$ cat src/hw/rtl/gtfe_pkg.sv
package gtfe_pkg;

   // fixed-point constants, Q.16 or Q.20 as noted
   localparam logic [15:0] K_CUBIC   = 16'd46887;    // 0.044715 in Q.20
   localparam logic [15:0] K_SQRT2PI = 16'd52290;    // 0.7978845608 in Q.16
   localparam logic [17:0] K_2LOG2E  = 18'd189096;   // 2*log2(e) in Q.16
   localparam logic [19:0] C0_NEG    = 20'd55456;    // -c0 in Q.20
   localparam logic [19:0] C1_POS    = 20'd1040524;  // c1 in Q.20
   localparam logic [23:0] U_CLAMP   = 24'd8388608;  // 8.0 in Q.20
   localparam logic [4:0]  N_MAX     = 5'd23;
   // above this magnitude |u| is clamped anyway
   localparam logic [12:0] AM_MAX    = 13'd8191;

   localparam int QW      = 21;   // quotient bits
   localparam int DW      = 45;   // divisor bits
   localparam int FIFO_AW = 2;

   typedef struct packed {
      logic signed [15:0] x_in;
      logic               last_in;
   } gtfe_req_type;

   typedef struct packed {
      logic signed [15:0] y_out;
      logic               last_out;
   } gtfe_rsp_type;

   // per-sample sideband carried along the pipes
   typedef struct packed {
      logic [15:0] a;
      logic        neg;
      logic        last;
   } gtfe_side_type;

   // word handed from the front to the back
   typedef struct packed {
      gtfe_side_type side;
      logic [23:0]   u;
   } gtfe_mid_type;

endpackage

$ cat src/hw/rtl/gtfe_front.sv
module gtfe_front import gtfe_pkg::*; (
   input  logic          clock,
   input  logic          reset,
   input  logic          req_valid,
   output logic          req_ready,
   input  gtfe_req_type  req_data,
   output logic          mid_valid,
   input  logic          mid_ready,
   output gtfe_mid_type  mid_data
);

   logic [6:0]    vld_ff;
   gtfe_side_type side_ff [0:6];
   logic [12:0]   am_ff [0:3];
   logic [25:0]   sq_ff;
   logic [38:0]   cube_ff;
   logic [54:0]   p4_ff;
   logic [25:0]   inner_ff;
   logic [41:0]   up_ff;
   logic [23:0]   u_ff;
   logic          adv;
   logic [15:0]   a_in;
   logic [12:0]   am_in;
   logic [54:0]   p4_rnd;
   logic [41:0]   up_rnd;
   logic [25:0]   u_full;

   // whole pipe moves when its tail is empty or taken
   assign adv       = !vld_ff[6] || mid_ready;
   assign req_ready = adv;

   // sign and magnitude of the sample
   assign a_in  = req_data.x_in[15] ? (~req_data.x_in + 16'd1) : req_data.x_in;
   assign am_in = (a_in > {3'b000, AM_MAX}) ? AM_MAX : a_in[12:0];

   // rounding of the cubic term and of |u|
   assign p4_rnd = p4_ff + (55'd1 << 29);
   assign up_rnd = up_ff + (42'd1 << 15);
   assign u_full = up_rnd[41:16];

   // valid chain
   always_ff @(posedge clock) begin
      if (reset) begin
         vld_ff <= '0;
      end else if (adv) begin
         vld_ff <= {vld_ff[5:0], req_valid};
      end
   end

   // datapath stages
   always_ff @(posedge clock) begin
      if (adv) begin
         side_ff[0] <= '{a: a_in, neg: req_data.x_in[15], last: req_data.last_in};
         for (int i = 1; i < 7; i++) side_ff[i] <= side_ff[i-1];
         am_ff[0] <= am_in;
         for (int i = 1; i < 4; i++) am_ff[i] <= am_ff[i-1];
         sq_ff    <= 26'(am_ff[0]) * 26'(am_ff[0]);
         cube_ff  <= 39'(sq_ff) * 39'(am_ff[1]);
         p4_ff    <= 55'(cube_ff) * 55'(K_CUBIC);
         inner_ff <= (26'(am_ff[3]) << 10) + 26'(p4_rnd[54:30]);
         up_ff    <= 42'(inner_ff) * 42'(K_SQRT2PI);
         u_ff     <= (u_full > 26'(U_CLAMP)) ? U_CLAMP : u_full[23:0];
      end
   end

   assign mid_valid     = vld_ff[6];
   assign mid_data.side = side_ff[6];
   assign mid_data.u    = u_ff;

endmodule

$ cat config.mk
export PLATFORM = sky130hd
export DESIGN_NAME = gtfe_front
export DESIGN_NICKNAME = d
export VERILOG_FILES = /design/src/hw/rtl/gtfe_pkg.sv /design/src/hw/rtl/gtfe_front.sv
export SDC_FILE = /design/constraint.sdc
export NUM_CORES = 2
export LEC_CHECK = 0
export CAP_MARGIN = 20
export CORE_ASPECT_RATIO = 1.75
export CORE_MARGIN = 3
export CORE_UTILIZATION = 45
export DETAILED_ROUTE_END_ITERATION = 8
export DONT_BUFFER_PORTS = 1
export GPL_TIMING_DRIVEN = 0
export PLACE_DENSITY_LB_ADDON = 0.05
export SKIP_LAST_GASP = 1
export SYNTH_ARGS = -nofsm -noshare
export SYNTH_HDL_FRONTEND = slang
export SYNTH_SLANG_ARGS = --single-unit
$ cat constraint.sdc
create_clock -name clock -period 7.85 [get_ports clock]
set_input_delay 0.3925 -clock clock [delete_from_list [all_inputs] [get_ports clock]]
set_output_delay 0.3925 -clock clock [all_outputs]
set_load 0.005 [all_outputs]
Word-level counts from Yosys, hierarchy flattened
Memory sizes are Yosys's and may differ from the RTL's.
Index checks and enable logic that the tools add are counted.
{"block": "word_totals", "inputBits": 21, "ram_bits": 178, "out_inout_bits": 44, "memories": 2, "wordCells": 26, "reg_bits": 218}
{"block": "op_classes", "n_addsub": 4, "n_mul": 4, "n_bitwise": 1, "n_mux": 4, "magnitude_cmp": 2, "n_reduce_logical": 2}
{"memory": "side_ff", "words": 7, "width": 18, "read_ports": 7, "rd_clocked_by_memory_dff": 0, "write_ports": 7, "line": "gtfe_front.sv:13", "text": "gtfe_side_type side_ff [0:6];"}
{"memory": "am_ff", "words": 4, "width": 13, "read_ports": 4, "rd_clocked_by_memory_dff": 0, "write_ports": 4, "line": "gtfe_front.sv:14", "text": "logic [12:0] am_ff [0:3];"}
{"op": "adder 55 x 30 -> 55 bit, second input constant", "count": 1}
{"op": "multiplier 39 x 16 -> 55 bit, second input constant", "count": 1}
{"op": "adder 42 x 16 -> 42 bit, second input constant", "count": 1}
{"op": "multiplier 26 x 15 -> 41 bit, second input constant", "count": 1}
{"op": "multiplier 26 x 13 -> 39 bit", "count": 1}
{"op": "adder 23 x 25 -> 26 bit", "count": 1}
{"op": "> comparator 26 x 24 -> 1 bit, second input constant", "count": 1}
{"op": "multiplier 13 x 13 -> 26 bit", "count": 1}
{"op": "adder 16 x 1 -> 16 bit, second input constant", "count": 1}
{"op": "> comparator 16 x 13 -> 1 bit, second input constant", "count": 1}
{"op": "two-way mux 16 bit", "count": 1}
{"op": "inverter 16 bit", "count": 1}
{"op": "two-way mux 13 bit", "count": 1}
{"op": "two-way mux 1 bit", "count": 2}
{"op": "zero test 1 bit", "count": 1}
{"op": "logical OR 1 bit", "count": 1}

Depth between registers and ports, before layout
{"block": "depth", "depth_word": 5, "ltp_mapped": 23, "depth_no_buf": 22}

Least setup slack after synthesis
OpenSTA, ideal clock, no wires.
{"block": "synth_timing", "path_kind": "input port to flip-flop", "start": "input mid_ready", "end": "memory am_ff[0][0] (enable)", "setup_slack_ns": -0.146, "stages": 3, "required_time_ns": 7.153, "setup_ns": 0.697, "arrival_ns": 7.299, "path_buffers": 1, "path_cell_list": "nor2b_1 clkbuf_1 inv_1"}
{"item": "start, declared", "line": "gtfe_front.sv:8", "text": "input logic mid_ready,"}
{"item": "end, declared", "line": "gtfe_front.sv:14"}

==> flow_summary.ini <==
[outcome]
status = finished, final reports clean

[synth]
yosys-top-cells-area = fa_1, edfxtp_1, ha_1
synth_seq_cells = 350
yosysMostFrequentCell = inv_1
synth_common_cells = inv_1, fa_1, ha_1, edfxtp_1, nand2_1
synthCells = 4117
netlist_area_um2 = 44100
synthArstFlopShare = 0
yosysTopAreaCellShare = 0.323
synth_flop_cell = edfxtp_1
synth_sequential_area_ratio = 0.236
synth_top_cell_by_area = fa_1
yosysWarnings = 0
synth.distinct_cells = 82
synth_edf_count = 343
avgSynthCellArea_um2 = 10.7

[worst_setup_path]
arrival_ns = 8.06
critical_path_peak_fanout = 10
worstPathCellList = clkbuf_1 > nand2_1 > fa_1 > fa_1 > inv_1 > fa_1 > fa_1 > inv_1 > fa_1 > inv_1 > ha_1 > a21oi_1 > o211ai_1 > o31ai_1 > a31oi_1 > a31oi_1 > o21ai_1 > a311oi_1 > xnor2_1
crit_top_cell = fa_1
critical_path.top_delay_family = adder cells
cp_slowest_stage_delay_ns = 0.91
cpMaxStageDelayCell = edfxtp_1
required_ns = 8.16
critPathLaunchType = register
critical_path_class = register to register
endpoint_kind = register
path_buf_inv = 4

[detailed_routing]
num_vias = 27900
wirelength_um = 109000
wl_per_cell_um = 19.7
drtPass1Iterations = 5
route.detailed.drc = 0
dr.first_iter.drc_count = 706
antenna_left = 0
viasPerCell = 5.06

[clocking]
tritoncts = yes
htree_num_levels = 2
cts_setup_buffers = 0
clock-sinks = 350
cts_root_buf = clkbuf_16
cts_buffer_depth = 3
clk_pin_slew_ns = 0.06
clock_latency_ns = 0.61
numCtsBuffers = 40

[global_route]
grtUsageMet3 = 0.0213
use_met2 = 0.481
grt_overflow = 0
grt_pass1_vias = 31700
grt_max_degree = 46
grtUsageTotal = 0.221
antenna_found_initial = 0
top_usage_layer = met2
grt_pass1_wl_um = 171000
met1_usage = 0.183

[sta]
slew_violations = 0
fin_tns_setup_ns = 0
fin_skew_ns = 0.0427
fmax_ghz = 0.129
maxSlewHeadroom = 0.312
period_share = 0.987
rsz0062_at_grt = false
setup_viol = 0
max_slew.worst_pin.slew_ns = 1.02
finalHoldViolCount = 0
fin_crit_ns = 7.75

[floorplan]
start_util = 0.455
dieArea_um2 = 102000
die_width_um = 243
design.core.area_um2 = 97100
io_pins = 65
rows = 151
die_y_um = 420

[min_path]
hp-class = input pin to register

[final_layout]
nNetsFinal = 5477
antenna_cells = 0
syn_to_final_growth_pct = 7.49
drive_above_1_share = 0.0259

[placed_design]
dp_hpwl_um = 95600
gp_congestion = 0.948
port_buffers = 0

[run]
maxCapViolations = 0
per-layer routing:
metal / share of wire / wire length [um] / up-vias
met5: 0 / 0 / -
met4: 0.075 / 8200 / 0
met3: 0.021 / 2330 / 284
met2: 0.61 / 66000 / 422
met1: 0.30 / 32300 / 14000
li1: - / - / 13100
state kept, by name, indices dropped and copies added (netlist names):
signal    count
sq_ff        25
cube_ff      39
am_ff        50
up_ff        27
u_ff         24
inner_ff     26
vld_ff        7
side_ff     126
p4_ff        26
layout by cell type, fill, tap and decap left out, types with 40 or more instances in the layout:
cell	instances
nor2_1	97
clkbuf_16	40
a21oi_1	111
nand2_1	336
and2_1	176
inv_1	998
fa_1	713
clkbuf_1	91
o21ai_0	63
xnor2_1	123
xor2_1	64
nand3_1	55
ha_1	559
edfxtp_1	343
a21o_1	64
cells by family (layout without fill, tap and decap cells):
kind of cell	after synthesis	in the layout	synth area share
AOI/OAI and AO/OA	369	369	0.0539
xor gates and xnor gates	187	187	0.0371
adders and majority gates	1272	1272	0.482
buffers and inverters	1091	1181	0.0935
DFF	350	350	0.236
muxes	6	6	0.00150
other	2	7	0.000170
and+or+nand+nor	840	840	0.0955
path summary, 6_finish.rpt:
kind | from | depth (start not counted) | end | slack [ns]
max | am_ff[1][8] | 19 | cube_ff[37] | 0.10
min | req_data[5] | 1 | side_ff[0][6] | 0.04
max reg2reg | am_ff[1][8] | 19 | cube_ff[37] | 0.10
min reg2reg | am_ff[2][11] | 0 | am_ff[3][11] | 0.39
timing repair:
item	in CTS	in global routing
hold endpoints to repair	18	0
endpoints found under the setup margin	2	5
gates cloned	0	0
gates resized for setup	2	4
hold buffers	11	0
cell type report:
cell class              instances  area, um^2
flip-flops and latches        350       10400
inverters                     999        3750
clock buffers                  48        1030
repair buffers                 20         290
well taps                    1300        1630
multi-input cells            2681       29600
fillers                      9275       49700
plain buffers                  92         384
clock inverters                22         332
stage by stage:
| stage | setup WS (ns) | instances | utilization | hold WS, ns | area [um^2] |
|---|---|---|---|---|---|
| final | 0.104 | 5512 | 0.489 | 0.0436 | 47500 |
| after global routing | 0.00257 | 5512 | 0.489 | 0.0264 | 47500 |
| after global placement | -1.56 | 5422 | 0.472 | 0.400 | 45800 |
| after floorplan | 1.38 | 4122 | - | 0.400 | 44200 |
| after CTS | 0.0568 | 5512 | 0.489 | 0.000904 | 47500 |
| after detailed placement | -0.0122 | 5431 | 0.473 | 0.405 | 46000 |
Power is not shown: default switching activity piles up to over one toggle a cycle in this logic, so the estimate is an artifact.
