File: config.mk
export PLATFORM = sky130hd
export DESIGN_NAME = gtfe_fifo
export DESIGN_NICKNAME = d
export VERILOG_FILES = /design/src/hw/rtl/gtfe_pkg.sv /design/src/hw/rtl/gtfe_fifo.sv
export SDC_FILE = /design/constraint.sdc
export NUM_CORES = 1
export LEC_CHECK = 0
export BUFFER_PORTS_ARGS = -buffer_cell sky130_fd_sc_hd__buf_2
export CAP_MARGIN = 20
export CORE_MARGIN = 8
export CORE_UTILIZATION = 55
export CTS_CLUSTER_SIZE = 10
export DETAILED_ROUTE_END_ITERATION = 8
export PLACE_DENSITY = 0.8
export RECOVER_POWER = 50
export SETUP_SLACK_MARGIN = 0.5
export SLEW_MARGIN = 0
export SYNTH_ARGS = -nofsm -noshare
export SYNTH_HDL_FRONTEND = slang
export SYNTH_SLANG_ARGS = --single-unit
File: constraint.sdc
create_clock -name clock -period 2.64 [get_ports clock]
set_input_delay 0.396 -clock clock [delete_from_list [all_inputs] [get_ports clock]]
set_output_delay 0.396 -clock clock [all_outputs]
set_load 0.05 [all_outputs]
File: src/hw/rtl/gtfe_pkg.sv
package gtfe_pkg;

   // fixed-point constants, Q.16 or Q.20 as noted
   localparam logic [15:0] K_CUBIC   = 16'd46887;    // 0.044715 in Q.20
   localparam logic [15:0] K_SQRT2PI = 16'd52290;    // 0.7978845608 in Q.16
   localparam logic [17:0] K_2LOG2E  = 18'd189096;   // 2*log2(e) in Q.16
   localparam logic [19:0] C0_NEG    = 20'd55456;    // -c0 in Q.20
   localparam logic [19:0] C1_POS    = 20'd1040524;  // c1 in Q.20
   localparam logic [23:0] U_CLAMP   = 24'd8388608;  // 8.0 in Q.20
   localparam logic [4:0]  N_MAX     = 5'd23;
   // above this magnitude |u| is clamped anyway
   localparam logic [12:0] AM_MAX    = 13'd8191;

   localparam int QW      = 21;   // quotient bits
   localparam int DW      = 45;   // divisor bits
   localparam int FIFO_AW = 2;

   typedef struct packed {
      logic signed [15:0] x_in;
      logic               last_in;
   } gtfe_req_type;

   typedef struct packed {
      logic signed [15:0] y_out;
      logic               last_out;
   } gtfe_rsp_type;

   // per-sample sideband carried along the pipes
   typedef struct packed {
      logic [15:0] a;
      logic        neg;
      logic        last;
   } gtfe_side_type;

   // word handed from the front to the back
   typedef struct packed {
      gtfe_side_type side;
      logic [23:0]   u;
   } gtfe_mid_type;

endpackage

File: src/hw/rtl/gtfe_fifo.sv
module gtfe_fifo import gtfe_pkg::*; (
   input  logic         clock,
   input  logic         reset,
   input  logic         in_valid,
   output logic         in_ready,
   input  gtfe_mid_type in_data,
   output logic         out_valid,
   input  logic         out_ready,
   output gtfe_mid_type out_data
);

   localparam int DEPTH = 1 << FIFO_AW;

   gtfe_mid_type       mem_ff [0:DEPTH-1];
   logic [FIFO_AW-1:0] wr_ff, rd_ff;
   logic [FIFO_AW:0]   cnt_ff;
   logic               push, pop;

   assign in_ready  = (cnt_ff != (FIFO_AW+1)'(DEPTH));
   assign out_valid = (cnt_ff != '0);
   assign push      = in_valid && in_ready;
   assign pop       = out_valid && out_ready;
   assign out_data  = mem_ff[rd_ff];

   // pointers and fill count
   always_ff @(posedge clock) begin
      if (reset) begin
         wr_ff  <= '0;
         rd_ff  <= '0;
         cnt_ff <= '0;
      end else begin
         if (push) wr_ff <= wr_ff + 1'b1;
         if (pop)  rd_ff <= rd_ff + 1'b1;
         if (push && !pop)      cnt_ff <= cnt_ff + 1'b1;
         else if (pop && !push) cnt_ff <= cnt_ff - 1'b1;
      end
   end

   // storage
   always_ff @(posedge clock) begin
      if (push) mem_ff[wr_ff] <= in_data;
   end

endmodule

### Word level (Yosys, flattened, before mapping)

Memories as Yosys holds them, arrays and structs flattened. A register that Yosys moved wholly into a read port is not among the register bits.
Index checks and enable logic that the tools add are counted.
Widths: inputs -> output; s select.

* bits in latches: 0
* RAM bits: 168
* memories: 1
* output and inout bits: 44
* memory bits (read-only): 0
* register bits: 7

Memory list
* mem_ff: words 4, width 42, rd ports 1, clocked after memory_dff 1, write ports 1, line gtfe_fifo.sv:14 `gtfe_mid_type mem_ff [0:DEPTH-1];`

* bitwise operators: 0
* multiplexer cells: 6
* divide/modulo/power cells: 0
* eq/ne operators: 1
* order comparisons: 0
* multipliers: 0
* reductions and logical operators: 8
* shift-type cells: 0
* add/subtract/negate cells: 4

Operators with widths (number)
* $mux 3: 2
* $add 2x1->2 const B: 2
* $logic_and 1x1->1: 4
* $mux 2: 2
* $add 3x1->3 const B: 1
* $ne 3x3->1 const B: 1
* $reduce_bool 3->1: 1
* $sub 3x1->3 const B: 1
* $logic_not 1->1: 2
* $mux 1: 2
* $reduce_bool 2->1: 1

### Depth between registers and ports, before layout

Gate-level depths: netlist (run 1).

* word-level depth: 6
* depth in mapped cells: 8
* mapped depth without buffers: 8

### Least setup slack after synthesis (run 1)

OpenSTA, ideal clock, no wires.

* path type: register to register
* start point: register cnt_ff[0]
* end point: memory mem_ff[2][0] in the netlist's numbering (enable)
* slack: 0.420 ns
* arrival: 1.817 ns
* path buffers: 0
* data required time: 2.237 ns
* stages on the path, launching flop included: 4
* cells stage by stage: dfxtp_1 > nor2_1 > a21boi_2 > and2_1

* longest elaborated chain between the ends: 4

Ends and longest elaborated chain
* from (decl): line gtfe_fifo.sv:16 `logic [FIFO_AW:0] cnt_ff;`
* from (signal assigned): line gtfe_fifo.sv:34 `if (push && !pop) cnt_ff <= cnt_ff + 1'b1;`
* from (signal assigned): line gtfe_fifo.sv:35 `else if (pop && !push) cnt_ff <= cnt_ff - 1'b1;`
* $ne 3x3->1: line gtfe_fifo.sv:19 `assign in_ready = (cnt_ff != (FIFO_AW+1)'(DEPTH));`
* $logic_and 1x1->1: line gtfe_fifo.sv:21 `assign push = in_valid && in_ready;`
* net push: line gtfe_fifo.sv:17 `logic push, pop;`
* $mux 1: line gtfe_fifo.sv:41 `if (push) mem_ff[wr_ff] <= in_data;`
* $mux 1 (not written as such): line gtfe_fifo.sv:41
* to (decl): line gtfe_fifo.sv:14

The timed path passes the listed nets, and every way through them passes these cells.

### Worst setup path after layout (run 1)

* start point: register cnt_ff[1]
* end point: register cnt_ff[2]

* longest elaborated chain between the ends: 5
* elaborated cells between the ends (all ways): 13
* those cells by class: 2 x add/sub; 1 x eq/ne; 2 x mux; 8 x reduce/logical

Ends and longest elaborated chain
* parallel branches: the longest is 5 deep, another holds $sub 3x1->3

Parallel ways; which one is timed is not known. The select of a mux whose other input is x is not followed.
A chain may end at the register's enable or synchronous reset.

==> impl_metrics.csv, run 1 <==
group,metric,value,unit
grt,track_usage,0.1531,
clock_network,cts_tree,"built",
worst_setup_path,crit_buf_inv,1,
sta,slew_violations,0,
worst_setup_path,cp_max_fo,6,
synthesis,ys_top_cells_by_area,"edfxtp_1 (77%), mux4_2 (14%), dfxtp_1 (2.7%), buf_12 (1.2%), ha_1 (0.95%)",
synthesis,synth_common_cells,"edfxtp_1 (168), mux4_2 (40), dfxtp_1 (9)",
grt,antenna_found_initial,1,
final_layout,areaGrowthSynthToFinish,22.63,%
sta,setup_viol,0,
run_status,outcome,"complete, no violations",
clock_network,root_buffer,"clkbuf_16",
detailed_routing,drt_pass1_iterations,4,
power,fin_total_pwr,9411,uW
worst_setup_path,criticalPathCategory,"register to register",
synthesis,avgSynthCellArea,24.55,sq um
final_layout,nFillCells,765,
synthesis,synth_top_cell_by_area,"edfxtp_1",
floorplanning,die_area,15720,sq um
grt,met1_usage,0.1701,
final_layout,n_antenna_cell,0,
sta,finalSetupTns,0,ns
detailed_routing,wire_per_inst,21.49,microns
worst_setup_path,critPathSlowestCell,"o31ai_1",
synthesis,synthMostInstantiatedCell,"edfxtp_1",
worst_hold_path,hp-class,"primary input to register",
sta,slew_headroom,0.6465,
placed_design,dp_cells,503,
synthesis,synth_seq_cells,177,
sta,layout_min_cycle_time,2.232,ns
floorplanning,row_count,40,
floorplanning,fp.dieH,125.4,microns
power,p_per_area,1166,nW/um^2
detailed_routing,drc,0,
worst_setup_path,worst_ep_arrival_time,2.58,ns
synthesis,syn_inst,268,
sta,skew,0.01298,ns
flow_run,max-cap-violations,0,
sta,holdWs,0.2373,ns
synthesis,async_reset_ff_frac,0,
placed_design,portBuffers,89,
final_layout,num-nets-final,434,
grt,grt_pass1_wl,17930,microns
floorplanning,ioPinCount,90,
power,ir_drop,639.9,uV
detailed_routing,via_per_inst,5.624,
synthesis,synth-edff-count,168,
worst_setup_path,cp.required,2.99,ns
clock_network,clk_pin_slew,0.06,ns
clock_network,clkSinkCount,177,
detailed_routing,vias,3048,
grt,overflow,0,
detailed_routing,wl,11650,microns
final_layout,instances_no_fill,542,
synthesis,synth_top_area_frac,0.7668,
worst_setup_path,cp_cell_sequence,"o31ai_1, ha_1, inv_1, fa_1, xor2_1, or3_1, a21oi_1",
grt,grt_pass1_vias,3344,
sta,fmax,448.0,MHz
floorplanning,core,11860,sq um
worst_setup_path,cp_top_family,"adder cells",
worst_setup_path,cp-end-kind,"register",
power,leakagePower,0.002692,uW
floorplanning,die_w,125.4,microns
clock_network,clock_path_buffers,2,
sta,period_share,0.8455,
grt,grt_use_met3,0.06587,
synthesis,synth_ff_type,"edfxtp_1",
clock_network,cts-buffers-inserted,17,
sta,rsz0062_at_grt,"true",
detailed_routing,dr.first_iter.drc_count,274,
grt,grt_use_met2,0.2573,
synthesis,yosys_warnings,0,
grt,top_usage_layer,"met2",
worst_setup_path,slowest_delay,0.43,ns
sta,worstMarginPinSlew,0.5236,ns
clock_network,clock_latency,0.42,ns
placed_design,post-dp-hpwl,7052,microns
synthesis,synth.cell_area,6579,sq um
clock_network,cts_hold_buffers,0,
clock_network,htree_levels,4,
sta,final_hold_viol_count,0,
synthesis,syn_nets,320,
synthesis,synth-seq-area-share,0.7942,
grt,grt_max_degree,43,
placed_design,routabilityCongestion,0.6788,
synthesis,ys_types,24,
detailed_routing,ant_nets,0,
final_layout,drive_gt1_frac,0.3544,
floorplanning,initial_utilization,0.5546,
worst_setup_path,start_kind,"register",
-- routing by layer --
metal,part of all wire,wire length (microns),vias to the layer above
met2,0.53,6154,81
li1,-,-,1357
met3,0.061,710,16
met1,0.40,4621,1592
met5,0.0011,13,-
met4,0.013,149,2
-- cell usage in the layout (no fill, tap or decap), drive strengths merged --
master,instances
xor2,4
o31ai,1
inv,3
clkbuf,65
clkinv,7
a21oi,1
fa,1
dfxtp,9
mux4,42
a21boi,1
mux2,1
and2,4
ha,5
mux2i,2
o21ai,1
or3,2
nand2b,2
nor2,8
bufinv,6
edfxtp,168
o311ai,1
buf,60
nand2,1
-- what timing repair did --
action	in CTS	in global routing
gates resized for setup	49	17
gates cloned	0	1
pin swaps	1	0
endpoints found under the setup margin	43	42
setup buffers	5	1
-- cell families after synthesis --
group,share of synthesized area
buf+inv,0.01978
mux,0.1497
fa+ha+maj,0.01255
simple gates,0.01274
flops,0.7942
xor+xnor,0.005325
compound gates,0.005705
-- area by class of cell --
class                   instances  area (sq um)  area share
clock buffers                  19         432.9     0.05366
clock inverters                13         215.2     0.02667
inverters                       3         11.26    0.001396
multi-input cells              77          1225      0.1518
flip-flops and latches        177          5234      0.6487
well taps                     147         183.9     0.02280
repair buffers                106         765.7     0.09491
-- worst reg2reg max path, stage by stage, from the launching register on --
cell     delay, ns
dfxtp_1       0.36
o31ai_1       0.43
ha_1          0.28
inv_1         0.06
fa_1          0.38
xor2_1        0.19
or3_1         0.31
a21oi_1       0.15
-- power breakdown --
group          switching (uW)  internal (uW)  leakage [uW]
logic                    1910           1230      0.000760
registers                 137           3420       0.00162
clock network             960           1760      0.000317
-- stage by stage --
stage,setup slack [ns],utilization,instance area [sq um]
after floorplan,0.6200,-,6584
after global placement,0.5354,0.6091,7224
after detailed placement,0.3342,0.6091,7224
after CTS,0.4112,0.6777,8039
after global routing,0.2614,0.6802,8068
final,0.4079,0.6802,8068
-- sequential cells by signal, indices dropped and copies added (netlist names), named ones only --
name,flops
mem_ff,168
rd_ff,2
wr_ff,2
cnt_ff,3
-- worst paths after layout --
kind / start / to / depth (start not counted) / slack, ns
worst min register to register: rd_ff[1] / rd_ff[1] / 2 / 0.52
worst max-delay path: cnt_ff[1] / cnt_ff[2] / 7 / 0.41
worst max register to register: cnt_ff[1] / cnt_ff[2] / 7 / 0.41
worst min-delay path: in_data[18] / mem_ff[0][18] / 1 / 0.24
Power figures use the tool's default switching activity.
==> run 2: changes to the inputs <==
--- a/config.mk
+++ b/config.mk
@@ -5,6 +5,7 @@
 export SDC_FILE = /design/constraint.sdc
 export NUM_CORES = 1
 export LEC_CHECK = 0
+export ABC_AREA = 1
 export BUFFER_PORTS_ARGS = -buffer_cell sky130_fd_sc_hd__buf_2
 export CAP_MARGIN = 20
 export CORE_MARGIN = 8
==> constraint.sdc (replaced) <==
create_clock -name clock -period 2.2 [get_ports clock]
set_input_delay 0.33 -clock clock [delete_from_list [all_inputs] [get_ports clock]]
set_output_delay 0.33 -clock clock [all_outputs]
set_load 0.05 [all_outputs]
==> run 2 against run 1 <==
Against the previous run:
- synthesized cell count grew 77%
- highest routed layer is now met4
- total power grew 28%
- sequential power grew 19%
- clock power grew 7.7%
- wire length grew 34%
- critical path depth shrank 3
- utilization grew 5.2 points
- global-route usage grew 3.8 points
- combinational power grew 54%
- sequential cell count is the same
- area after synthesis grew 1.8%
- critical path type is now register to output port
==> impl_metrics.csv, run 2 <==
group,metric,value,unit
run_status,outcome,"complete, no violations",
final_layout,layout_commonest_cell,"edfxtp_1",
detailed_routing,dr.first_iter.drc_count,515,
placed_design,pre_cts_ws,0.4465,ns
clock_network,cts-buffers-inserted,17,
grt,grt_pass1_wl,23110,microns
sta,finalSetupTns,0,ns
flow_run,max-cap-violations,0,
synthesis,synthMostInstantiatedCell,"edfxtp_1",
synthesis,yosys_warnings,0,
floorplanning,core,11960,sq um
final_layout,largest_reg_flops,168,
synthesis,async_reset_ff_frac,0,
sta,worstMarginPinSlew,0.5500,ns
grt,overflow,0,
final_layout,n_antenna_cell,0,
sta,skew,0.007186,ns
worst_setup_path,criticalPathCategory,"register to output port",
sta,final_hold_viol_count,0,
detailed_routing,drt_pass1_iterations,5,
worst_setup_path,slowest_delay,0.46,ns
sta,period_share,0.9205,
synthesis,synth-seq-area-share,0.7803,
synthesis,synth_seq_cells,177,
synthesis,synth_top_area_frac,0.7534,
synthesis,ys_types,18,
floorplanning,die_w,126.3,microns
grt,grt_max_degree,38,
synthesis,syn_nets,526,
final_layout,drive_gt1_frac,0.2726,
worst_setup_path,cpMostUsedCell,"buf_4",
detailed_routing,wl,15600,microns
synthesis,synth-edff-count,168,
sta,rsz0062_at_grt,"true",
worst_setup_path,worst_ep_arrival_time,1.70,ns
floorplanning,row_count,40,
synthesis,synth_ff_type,"edfxtp_1",
synthesis,syn_inst,474,
sta,fin_ws,0.1749,ns
detailed_routing,vias,4377,
sta,fmax,493.8,MHz
worst_setup_path,cp_max_fo,3,
floorplanning,initial_utilization,0.5598,
final_layout,num-nets-final,637,
synthesis,synth_common_cells,"edfxtp_1 (168), nor2_1 (98), o21ai_0 (62)",
power,leakagePower,0.003062,uW
sta,slew_violations,0,
final_layout,largestRegisters,"mem_ff x168, cnt_ff x3",
synthesis,synth.cell_area,6696,sq um
sta,setup_viol,0,
floorplanning,ioPinCount,90,
worst_setup_path,critPathSlowestCell,"nor2_1",
power,ir_drop,816.1,uV
grt,grt_pass1_vias,4356,
final_layout,areaGrowthSynthToFinish,30.72,%
worst_setup_path,cp.required,1.87,ns
power,p_per_area,1373,nW/um^2
worst_hold_path,hp-class,"primary input to register",
clock_network,cts_tree,"built",
clock_network,htree_levels,4,
placed_design,portBuffers,89,
worst_setup_path,cp-end-kind,"output port",
final_layout,regMostFlops,"mem_ff",
worst_setup_path,cp_cell_sequence,"nor2_1, nand2_4, buf_4, buf_4",
synthesis,avgSynthCellArea,14.13,sq um
floorplanning,fp.dieH,126.3,microns
final_layout,layout_common_cells,"edfxtp_1 (168), nor2_1 (94), o21ai_0 (47)",
clock_network,root_buffer,"clkbuf_16",
clock_network,clock_latency,0.42,ns
placed_design,dp_cells,700,
placed_design,routabilityCongestion,0.7837,
sta,slew_headroom,0.6320,
grt,antenna_found_initial,0,
clock_network,clkSinkCount,177,
detailed_routing,via_per_inst,5.875,
placed_design,post-dp-hpwl,8395,microns
synthesis,ys_top_cells_by_area,"edfxtp_1 (75%), nor2_1 (5.5%), o21ai_0 (4.6%), o22ai_1 (3.9%), dfxtp_1 (2.7%)",
detailed_routing,ant_nets,0,
clock_network,clk_pin_slew,0.06,ns
floorplanning,die_area,15960,sq um
synthesis,synth_top_cell_by_area,"edfxtp_1",
clock_network,clock_path_buffers,2,
grt,track_usage,0.1908,
detailed_routing,drc,0,
sta,layout_min_cycle_time,2.025,ns
worst_setup_path,start_kind,"register",
detailed_routing,wire_per_inst,20.94,microns
final_layout,instances_no_fill,745,
[run 2: cell types whose count changed after synthesis, moves of 11 or more]
cell | previous run | this run
mux4_2 | 40 | 0
o21ai_0 | 1 | 62
inv_1 | 3 | 14
nor2_1 | 8 | 98
o21ai_1 | 0 | 23
o22ai_1 | 0 | 42
nand2_1 | 1 | 15
[run 2: cell type report]
cell class | instances | area [sq um]
Sequential cell | 177 | 5231
Fill cell | 739 | 3208
Multi-Input combinational cell | 255 | 1608
Timing Repair Buffer | 118 | 1086
Clock buffer | 19 | 432.9
Tap cell | 147 | 183.9
Clock inverter | 13 | 143.9
Inverter | 16 | 67.56
[run 2: cell families (layout without fill, tap and decap cells)]
family | after synthesis | in the layout | synth area share
xor+xnor | 1 | 1 | 0.001308
flops | 177 | 177 | 0.7803
fa+ha+maj | 6 | 6 | 0.01233
buf+inv | 42 | 166 | 0.03363
compound gates | 130 | 130 | 0.1050
simple gates | 118 | 118 | 0.06745
[run 2: power breakdown]
part / total [uW] / internal (uW) / switching (uW)
Sequential: 4230 / 4100 / 130
Combinational: 4850 / 1700 / 3150
Clock: 2930 / 1760 / 1170
Total: 12000 / 7560 / 4450
[run 2: worst paths after layout]
check        startpoint        end  slack (ns)  cells after the start
max           cnt_ff[0]  out_valid        0.17                      4
min               reset   register        0.14                      2
max reg2reg   cnt_ff[0]  cnt_ff[2]        0.19                     12
min reg2reg    rd_ff[0]   register        0.51                      2
[run 2: metal layers]
metal / wire length [microns] / vias to the layer above / global-route usage
li1: - / 1977 / -
met5: 0 / - / 0
met2: 7909 / 170 / 0.3192
met4: 210 / 0 / 0.08563
met1: 6458 / 2208 / 0.2256
met3: 1018 / 22 / 0.05404
[run 2: timing repair]
action / 4_1_cts / 5_1_grt
pin swaps: 3 / 5
gates cloned: 4 / 3
endpoints found under the setup margin: 45 / 86
setup buffers: 2 / 4
hold buffers: 0 / 0
gates resized for setup: 112 / 10
[run 2: worst max-delay path, delay by kind of cell (launching register included)]
kind | cells | cell delay (ns)
DFF | 1 | 0.35
buffers and inverters | 2 | 0.34
and+or+nand+nor | 2 | 0.58
[run 2: through the flow]
step	hold WS, ns	total power [uW]	cell area (sq um)	util
floorplan	0.3927	7273	7067	-
global placement	0.4870	8060	7691	0.6430
detailed placement	0.4971	8158	7691	0.6430
CTS	0.09385	11930	8705	0.7277
global route	0.1348	12430	8753	0.7318
finish	0.1394	12020	8753	0.7318
==> run 3: changes to the inputs <==
--- a/config.mk
+++ b/config.mk
@@ -15,6 +15,7 @@
 export PLACE_DENSITY = 0.8
 export RECOVER_POWER = 50
 export SETUP_SLACK_MARGIN = 0.5
+export SKIP_LAST_GASP = 1
 export SLEW_MARGIN = 0
 export SYNTH_ARGS = -nofsm -noshare
 export SYNTH_HDL_FRONTEND = slang
==> constraint.sdc (replaced) <==
create_clock -name clock -period 2.2 [get_ports clock]
set_input_delay 0 -clock clock [delete_from_list [all_inputs] [get_ports clock]]
set_output_delay 0 -clock clock [all_outputs]
set_load 0.05 [all_outputs]
==> run 3 against run 2 <==
Against the previous run:
- combinational power shrank 3%
- clock power is essentially flat
- cell count grew 7.5%
- worst setup slack gained 0.14 ns
- register-to-register slack gained 0.13 ns
- count of clock-buffer cells in the layout shrank 2
- sequential power is essentially flat
- first-iteration DRC count grew 5.0%
- total power shrank 1.4%
==> impl_metrics.csv, run 3 (synthesis gave the netlist of run 2 again) <==
group,metric,value,unit
sta,period_share,0.8550,
clock_network,clk_pin_slew,0.06,ns
floorplanning,die_w,126.3,microns
sta,layout_min_cycle_time,1.881,ns
final_layout,layout_common_cells,"edfxtp_1 (168), nor2_1 (93), o21ai_0 (54)",
clock_network,clock_path_buffers,2,
worst_setup_path,cpMostUsedCell,"nor2_4",
clock_network,root_buffer,"clkbuf_16",
final_layout,multi_input_area,1399,sq um
power,leakagePower,0.003176,uW
sta,final_hold_viol_count,0,
grt,grt_pass1_vias,4620,
flow_run,max-cap-violations,0,
worst_setup_path,cp-end-kind,"register",
worst_setup_path,cp_cell_sequence,"nor2_4, nand2_8, nand2_1, clkbuf_1, nor2_4, clkbuf_2",
detailed_routing,drt_pass1_iterations,5,
floorplanning,initial_utilization,0.5598,
sta,fmax,531.7,MHz
grt,overflow,0,
detailed_routing,ant_nets,0,
final_layout,areaGrowthSynthToFinish,34.49,%
detailed_routing,drc,0,
power,ir_drop,843.5,uV
clock_network,cts_tree,"built",
sta,setup_viol,0,
grt,grt_pass1_wl,23930,microns
final_layout,nFillCells,716,
clock_network,clock_latency,0.43,ns
grt,antenna_found_initial,2,
detailed_routing,wl,17690,microns
worst_setup_path,slowest_delay,0.44,ns
clock_network,cts-buffers-inserted,17,
sta,worstMarginPinSlew,0.6019,ns
run_status,outcome,"complete, no violations",
final_layout,layout_commonest_cell,"edfxtp_1",
detailed_routing,dr.first_iter.drc_count,541,
worst_setup_path,critPathSlowestCell,"clkbuf_1",
sta,slew_headroom,0.6005,
worst_setup_path,start_kind,"register",
floorplanning,ioPinCount,90,
worst_setup_path,crit_buf_inv,2,
detailed_routing,via_per_inst,5.820,
worst_setup_path,cp.required,2.29,ns
power,p_per_area,1316,nW/um^2
detailed_routing,vias,4662,
placed_design,portBuffers,89,
floorplanning,fp.dieH,126.3,microns
floorplanning,die_area,15960,sq um
final_layout,regMostFlops,"mem_ff",
grt,grt_max_degree,43,
final_layout,num-nets-final,691,
final_layout,largest_reg_flops,168,
final_layout,largestRegisters,"mem_ff x168, cnt_ff x3",
placed_design,post-dp-hpwl,8136,microns
worst_hold_path,hp-class,"primary input to register",
worst_setup_path,cp_max_fo,15,
clock_network,clkSinkCount,177,
worst_setup_path,worst_ep_arrival_time,1.97,ns
placed_design,routabilityCongestion,0.7330,
grt,track_usage,0.1959,
final_layout,regArea,5236,sq um
clock_network,htree_levels,4,
floorplanning,core,11960,sq um
sta,rsz0062_at_grt,"true",
sta,finalSetupTns,0,ns
worst_setup_path,criticalPathCategory,"register to register",
floorplanning,row_count,40,
detailed_routing,wire_per_inst,22.09,microns
sta,skew,0.01010,ns
worst_setup_path,cp_top_family,"buffers and inverters",
final_layout,drive_gt1_frac,0.2193,
power,fin_total_pwr,11850,uW
sta,slew_violations,0,
run 3: final timing paths:
kind	end	cells after the start	from	slack, ns
max reg2reg	mem_ff[0][5]	6	cnt_ff[1]	0.32
max	mem_ff[0][5]	6	cnt_ff[1]	0.32
min reg2reg	register	2	rd_ff[1]	0.51
min	cnt_ff[0]	3	reset	0.34
run 3: area by class of cell:
type,instances,area share
Inverter,16,0.008752
Timing Repair Buffer,170,0.1675
Antenna cell,2,0.0005557
Tap cell,147,0.02042
Clock inverter,15,0.01598
Clock buffer,17,0.04724
Sequential cell,177,0.5814
Multi-Input combinational cell,255,0.1553
Timing Repair inverter,2,0.002779
run 3: power breakdown:
group	internal, uW	switching [uW]	total, uW
Sequential	4100	135	4240
Combinational	1550	3140	4700
Clock	1660	1250	2910
run 3: what timing repair did:
item / in CTS / in global routing
endpoints found under the setup margin: 44 / 51
pin swaps: 3 / 11
setup buffers: 7 / 5
hold buffers: 45 / 0
gates resized for setup: 42 / 66
endpoints found under the hold margin: 177 / 0
cloned: 4 / 9
run 3: through the flow:
step / worst slack (ns) / std cells / hold WS [ns] / area [sq um] / utilization
finish: 0.3191 / 801 / 0.3386 / 9006 / 0.7529
detailed placement: 0.4271 / 697 / 0.2155 / 7416 / 0.6200
global route: 0.2277 / 801 / 0.3472 / 9006 / 0.7529
floorplan: 0.4687 / 474 / 0.06497 / 6802 / -
global placement: 0.5003 / 697 / 0.2099 / 7416 / 0.6200
CTS: 0.4461 / 785 / 0.3029 / 8692 / 0.7267
run 3: worst min-delay path: cells and delay by family:
kind,cells,cell delay [ns]
buffers and inverters,2,0.68
and+or+nand+nor,1,0.05
run 3: routing by layer:
| metal | wire, microns | up-vias | global-route usage |
|---|---|---|---|
| li1 | - | 2093 | - |
| met1 | 6848 | 2318 | 0.2267 |
| met2 | 9188 | 227 | 0.3415 |
| met3 | 1358 | 24 | 0.05404 |
| met4 | 299 | 0 | 0.07148 |
| met5 | 0 | - | 0 |
